$ cat src/sv/lphd_pkg.sv
// Shared types and constants for the length-prefixed header deframer.
package lphd_pkg;

  // Width of one stream byte and of the frame length counter.
  localparam int ByteW  = 8;
  localparam int FrameW = 32;
  localparam int AccW   = 24;
  localparam int KindW  = 4;

  // Label given to every byte that leaves the block.
  typedef enum logic [KindW-1:0] {
    K_LEN     = 4'd0,
    K_KEYLEN  = 4'd1,
    K_KEY     = 4'd2,
    K_VALLEN  = 4'd3,
    K_VAL     = 4'd4,
    K_HDREND  = 4'd5,
    K_PAYLOAD = 4'd6,
    K_ERROR   = 4'd7,
    K_DISCARD = 4'd8,
    K_EMPTY   = 4'd9
  } kind_t;

endpackage

$ cat src/sv/length_prefixed_header_deframer.sv
// Top level of the length-prefixed header deframer: byte classifier and output register.
//
// Each accepted byte is labelled combinationally and appears on the master side in the cycle
// after it is accepted, so the block sustains one beat per cycle if m_tready is high; the rate
// rests on the frame counter (a 32-bit decrement, compare) and the field counter. A frame opens
// with a 4-byte big-endian length, followed by key/value header pairs, a zero byte ending the
// header, and payload to the end of the frame. A field length that reaches the bytes left in the
// frame is labelled as an error and the rest of the frame is discarded. A zero-length frame is
// reported on its fourth length byte. The output register holds one labelled beat and a new
// input beat is taken whenever that register is empty or being drained in the same cycle.
module length_prefixed_header_deframer
  import lphd_pkg::*;
(
  input  logic             clk,
  input  logic             rst,
  // Slave side
  input  logic             s_tvalid,
  output logic             s_tready,
  input  logic [ByteW-1:0] s_tdata,   // [7:0] rx_byte
  // Master side
  output logic             m_tvalid,
  input  logic             m_tready,
  output logic [ByteW-1:0] m_tdata,   // [7:0] data_byte
  output logic [KindW-1:0] m_tuser,   // [3:0] kind
  output logic             m_tlast    // end_of_frame
);

  typedef enum logic [3:0] {
    PH_LEN     = 4'd0,
    PH_KEYLEN  = 4'd1,
    PH_KEY     = 4'd2,
    PH_VALLEN  = 4'd3,
    PH_VAL     = 4'd4,
    PH_PAYLOAD = 4'd5,
    PH_DISCARD = 4'd6
  } phase_t;

  phase_t              phase, phase_next;
  logic [1:0]          length_byte_count, length_byte_count_next;
  logic [AccW-1:0]     length_accumulator, length_accumulator_next;
  logic [FrameW-1:0]   frame_remaining, frame_remaining_next;
  logic [ByteW-1:0]    field_remaining, field_remaining_next;
  logic [ByteW-1:0]    field_dec;
  logic [FrameW-1:0]   after;
  logic [FrameW-1:0]   byte_wide;
  logic                too_long;
  kind_t               kind_next;
  logic                eof_next;
  logic                accept;

  // The input is taken whenever the output register is free or drains this cycle.
  assign s_tready = !m_tvalid || m_tready;
  assign accept   = s_tvalid && s_tready;

  assign after     = frame_remaining - FrameW'(1);
  assign byte_wide = FrameW'(s_tdata);
  assign too_long  = byte_wide >= after;
  assign field_dec = field_remaining - ByteW'(1);

  // Classification of the incoming byte and next state.
  always_comb begin
    phase_next              = phase;
    length_byte_count_next  = length_byte_count;
    length_accumulator_next = length_accumulator;
    frame_remaining_next    = frame_remaining;
    field_remaining_next    = field_remaining;
    kind_next               = K_LEN;
    eof_next                = 1'b0;

    if (phase == PH_LEN || frame_remaining == '0) begin
      // Frame length bytes, most significant first.
      if (length_byte_count != 2'd3) begin
        length_accumulator_next = {length_accumulator[AccW-ByteW-1:0], s_tdata};
        length_byte_count_next  = length_byte_count + 2'd1;
        phase_next              = PH_LEN;
        kind_next               = K_LEN;
      end else begin
        frame_remaining_next    = {length_accumulator, s_tdata};
        length_accumulator_next = '0;
        length_byte_count_next  = 2'd0;
        if ({length_accumulator, s_tdata} == '0) begin
          kind_next  = K_EMPTY;
          eof_next   = 1'b1;
          phase_next = PH_LEN;
        end else begin
          kind_next  = K_LEN;
          phase_next = PH_KEYLEN;
        end
      end
    end else begin
      // Message byte: header field, payload or discard.
      case (phase)
        PH_KEYLEN: begin
          if (s_tdata == '0) begin
            kind_next  = K_HDREND;
            phase_next = PH_PAYLOAD;
          end else if (too_long) begin
            kind_next  = K_ERROR;
            phase_next = PH_DISCARD;
          end else begin
            kind_next            = K_KEYLEN;
            field_remaining_next = s_tdata;
            phase_next           = PH_KEY;
          end
        end
        PH_KEY: begin
          kind_next            = K_KEY;
          field_remaining_next = field_dec;
          if (field_dec == '0) phase_next = PH_VALLEN;
        end
        PH_VALLEN: begin
          if (too_long) begin
            kind_next  = K_ERROR;
            phase_next = PH_DISCARD;
          end else begin
            kind_next            = K_VALLEN;
            field_remaining_next = s_tdata;
            phase_next           = (s_tdata == '0) ? PH_KEYLEN : PH_VAL;
          end
        end
        PH_VAL: begin
          kind_next            = K_VAL;
          field_remaining_next = field_dec;
          if (field_dec == '0) phase_next = PH_KEYLEN;
        end
        PH_PAYLOAD: begin
          kind_next = K_PAYLOAD;
        end
        default: begin
          kind_next  = K_DISCARD;
          phase_next = PH_DISCARD;
        end
      endcase
      frame_remaining_next = after;
      // Last byte of the frame returns the parser to the length phase.
      if (after == '0) begin
        eof_next             = 1'b1;
        phase_next           = PH_LEN;
        field_remaining_next = '0;
      end
    end
  end

  // Parser state, updated on every accepted beat.
  always_ff @(posedge clk) begin
    if (rst) begin
      phase              <= PH_LEN;
      length_byte_count  <= 2'd0;
      length_accumulator <= '0;
      frame_remaining    <= '0;
      field_remaining    <= '0;
    end else if (accept) begin
      phase              <= phase_next;
      length_byte_count  <= length_byte_count_next;
      length_accumulator <= length_accumulator_next;
      frame_remaining    <= frame_remaining_next;
      field_remaining    <= field_remaining_next;
    end
  end

  // Output register valid flag.
  always_ff @(posedge clk) begin
    if (rst) begin
      m_tvalid <= 1'b0;
    end else if (accept) begin
      m_tvalid <= 1'b1;
    end else if (m_tready) begin
      m_tvalid <= 1'b0;
    end
  end

  // Output register payload.
  always_ff @(posedge clk) begin
    if (accept) begin
      m_tdata <= s_tdata;
      m_tuser <= kind_next;
      m_tlast <= eof_next;
    end
  end

  // An exhausted frame counter only occurs while length bytes are due.
  a_frame_done_in_len: assert property (@(posedge clk) disable iff (rst)
    frame_remaining == '0 |-> phase == PH_LEN)
    else $error("frame counter empty outside the length phase");

  // A partly collected length means the parser is in the length phase.
  a_len_count_phase: assert property (@(posedge clk) disable iff (rst)
    length_byte_count != 2'd0 |-> phase == PH_LEN)
    else $error("length bytes pending outside the length phase");

  // Inside a key or value the field counter has bytes left.
  a_field_nonzero: assert property (@(posedge clk) disable iff (rst)
    (phase == PH_KEY || phase == PH_VAL) |-> field_remaining != '0)
    else $error("field counter empty inside a field");

  // An empty-frame beat always closes its frame.
  a_empty_is_last: assert property (@(posedge clk) disable iff (rst)
    (m_tvalid && m_tuser == K_EMPTY) |-> m_tlast)
    else $error("empty frame beat without tlast");

endmodule

$ cat config.mk
export PLATFORM = sky130hd
export DESIGN_NAME = length_prefixed_header_deframer
export DESIGN_NICKNAME = d
export VERILOG_FILES = /design/src/sv/lphd_pkg.sv /design/src/sv/length_prefixed_header_deframer.sv
export SDC_FILE = /design/constraint.sdc
export NUM_CORES = 1
export LEC_CHECK = 0
export ABC_CLOCK_PERIOD_IN_PS = 3870
export BUFFER_PORTS_ARGS = -buffer_cell sky130_fd_sc_hd__buf_4
export CAP_MARGIN = 10
export CORE_UTILIZATION = 60
export CTS_BUF_LIST = sky130_fd_sc_hd__clkbuf_16
export CTS_CLUSTER_DIAMETER = 30
export CTS_CLUSTER_SIZE = 14
export DETAILED_ROUTE_END_ITERATION = 10
export GPL_ROUTABILITY_DRIVEN = 0
export PLACE_DENSITY_LB_ADDON = 0.05
export RECOVER_POWER = 25
export SETUP_SLACK_MARGIN = 0.15
export SKIP_LAST_GASP = 1
export SYNTH_ARGS = -nofsm -noshare
export SYNTH_HDL_FRONTEND = slang
export SYNTH_SLANG_ARGS = --single-unit
$ cat constraint.sdc
create_clock -name clk -period 3.87 [get_ports clk]
set_input_delay 0.9675 -clock clk [delete_from_list [all_inputs] [get_ports clk]]
set_output_delay 0.9675 -clock clk [all_outputs]
set_load 0.01 [all_outputs]
==> results.md <==
* Status: completed
* Top-area cell type share of the netlist area at 0.271
* Vias in the first global route at around 4700
* RSZ-0062 raised after global routing: true
* M1 GR Usage at 0.456
* Mapped Area at 5170 um2
* Clock sink count at 83
* ANT nets after route at 0
* Post-synth net total at ~700
* First-pass GRT wire length at 23700 um
* Synth-to-layout area growth at 10.3%
* Iteration count of the initial detailed-routing pass at 5
* CP Class: flop to flop
* CTS H-tree lvls at 3
* Cell variety after synth at 66
* Minimum clock period at around 3.5 ns
* Core region area at just over 8000 um2
* Syn_area_per_cell at between 7 and 8 um2
* Crit share post-route at 0.916
* Met3 Use GR at 0.0644
* Max_cap viols at 0
* Fillers at slightly above 700
* Fmax at between 0.2 and 0.3 GHz
* Critical path's top delay family: compound AO/OA/AOI/OAI gates
* Register area share after synthesis at 0.347
* Crit start category: flop
* Detail Placement HPWL at between 10000 and 15000 um
* Worst Path Required at around 4.1 ns
* Final setup skew at 0.00756 ns
* Largest net degree at the start of global routing at 67
* Worst skew pair latency at ~0.34 ns
* Grt total ovfl at 0
* Slew Limit Fails at 0
* Via/cell ratio at between 6 and 7
* Commonest non-fill, non-tap cell in the layout: nor2_1
* Syn. warnings at 0
* Number of flops mapped to enable cells by yosys at 13
* Slew HR at 0.0706
* Global-route usage over all layers at 0.346
* I/O pin count at 27
* Cell count after synthesis at between 600 and 700
* CP Data Arrival Time at roughly 3.8 ns
* Worst-margin pin slew at 1.39 ns
* Synth async-reset ratio at 0
* Via Count at 5142
* Final #Nets at 706
* Clock Path Buffers at 2
* Hold crit path type: flop to flop
* Setup TNS at 0 ns
* Crit end category: flop
* Port bufs at 26
* Die area at 8990 um2
* Horiz. Die Dim at approximately 95 um
* Hold Violations, Final at 0
* Clk slew on worst S/H paths at around 0.070 ns
* Setup violators final at 0
* Post-synth top flop: dfxtp_1
* Drt first-iter violations at between 400 and 500
* CTS Buf Count at 9
* Crit path largest cell delay at 0.44 ns
* GR Util met2 at 0.560
* CTS tree: done
* Drt drc at 0
* Setup Fix Bufs, Post-CTS at 0
* Layout cell share with drive strength beyond 1 at 0.0965
* FP Rows at 33
* Largest area contributor in the netlist: dfxtp_1
* WL/cell at between 15 and 20 um
* Initial antenna violation count at 0
* Worst-path fanout max at 12
* Die H at 94.8 um
* Post-synthesis register bit count at slightly above 80
* Diode count at 0
* CP cell instances: inv_1, ha_1, or3b_4, nor3_1, xnor2_1, ha_1, a2111oi_1, nor2b_1, a221o_1, nor4_2, a21oi_4, o21ai_0, a32o_1
* Clock Root Buffer: clkbuf_16
* Most used cell, CP: ha_1
* Total Wirelength at roughly 15000 um
* Initial core utilization at 0.626
* Synth top area cells: dfxtp_1 27%, a21oi_1 7.6%, edfxtp_1 7.6%
* Fin Hold WS at ~0.46 ns
* Gr busiest metal: met2
* Worst path slowest cell: or3b_4
* Buffers & Inverters on Critical Path at 1
* Commonest non-fill, non-tap cells in the layout: 86 x nor2_1, 78 x a21oi_1, 75 x nand2_1, 70 x dfxtp_1, 42 x o21ai_0
through the flow:
| step | instances | util | area, um2 | worst slack [ns] |
|---|---|---|---|---|
| finish | 789 | 0.690 | 5700 | 0.326 |
| global route | 789 | 0.690 | 5700 | 0.0962 |
| CTS | 789 | 0.695 | 5740 | 0.222 |
| detailed placement | 773 | 0.657 | 5430 | 0.204 |
| global placement | 773 | 0.657 | 5430 | 0.331 |
| floorplan | 675 | - | 5170 | 0.604 |
layout make-up:
class | instances | area, um2 | share of cell area
multi-input cells | 530 | 3160 | 0.555
flip-flops and latches | 83 | 1790 | 0.314
repair buffers | 39 | 250 | 0.0439
clock buffers | 9 | 225 | 0.0395
well taps | 105 | 131 | 0.0231
clock inverters | 7 | 78.8 | 0.0138
inverters | 16 | 60.1 | 0.0105
path summary, 6_finish.rpt:
check / to / depth (start not counted) / slack (ns) / startpoint
max: field_remaining[0]$_SDFFE_PP0P_ / 13 / 0.33 / frame_remaining[0]$_SDFFE_PP0P_
min: length_byte_count[1]$_SDFFE_PP0P_ / 2 / 0.46 / length_byte_count[1]$_SDFFE_PP0P_
max reg2reg: field_remaining[0]$_SDFFE_PP0P_ / 13 / 0.33 / frame_remaining[0]$_SDFFE_PP0P_
min reg2reg: length_byte_count[1]$_SDFFE_PP0P_ / 2 / 0.46 / length_byte_count[1]$_SDFFE_PP0P_
state kept, by name, indices dropped and copies added, names as in the netlist:
signal and flops:
m_tdata 8, phase 3, m_tvalid 1, length_accumulator 24
m_tuser 4, frame_remaining 32, field_remaining 8, length_byte_count 2
m_tlast 1
per-layer routing:
layer,part of all wire,vias up
met2,0.47,253
met4,0.027,0
li1,-,2463
met3,0.085,38
met1,0.42,2388
met5,0,-
cells in the mapped netlist (3+ instances only):
cell / number
o31ai_1: 4
inv_1: 16
o211ai_1: 6
buf_2: 6
and2_1: 5
clkbuf_1: 38
nor3_1: 19
nand3_1: 24
or2_2: 4
a221oi_1: 3
a31oi_1: 3
nor4_2: 3
a2111oi_0: 3
xor2_1: 5
xnor2_1: 9
nor2_1: 86
dfxtp_1: 70
nand2_1: 75
o21ai_0: 43
nand4_1: 10
a21oi_1: 78
ha_1: 15
a32o_1: 5
or4_1: 4
nand2b_1: 4
nand3b_1: 4
a22oi_1: 4
a21o_1: 6
o21a_1: 4
or3_1: 7
nor3b_1: 24
edfxtp_1: 13
a211oi_1: 5
nor2b_1: 6
nor4_1: 22
cell families (layout without fill, tap and decap cells):
kind of cell	Yosys count	count (layout)	synth area share
adder cells (fa/ha/maj)	15	15	0.0363
buffers and inverters	62	71	0.0479
multiplexers	1	1	0.00194
XOR/XNOR	14	14	0.0237
flip-flops	83	83	0.347
AND/OR/NAND/NOR	311	311	0.316
AO/OA/AOI/OAI	189	189	0.228
worst min-delay path: cells and delay by family (launching register included):
kind | cells | cell delay [ns]
flops | 1 | 0.31
simple gates | 1 | 0.05
compound gates | 1 | 0.05
what timing repair did:
item	CTS	global route
resized for setup	1	3
hold buffers	0	0
pin swaps	0	2
setup endpoints to repair	1	9
Power is left out: the tool's default activity adds up to more than one toggle a clock period on the data nets, which glitch-free logic cannot reach.
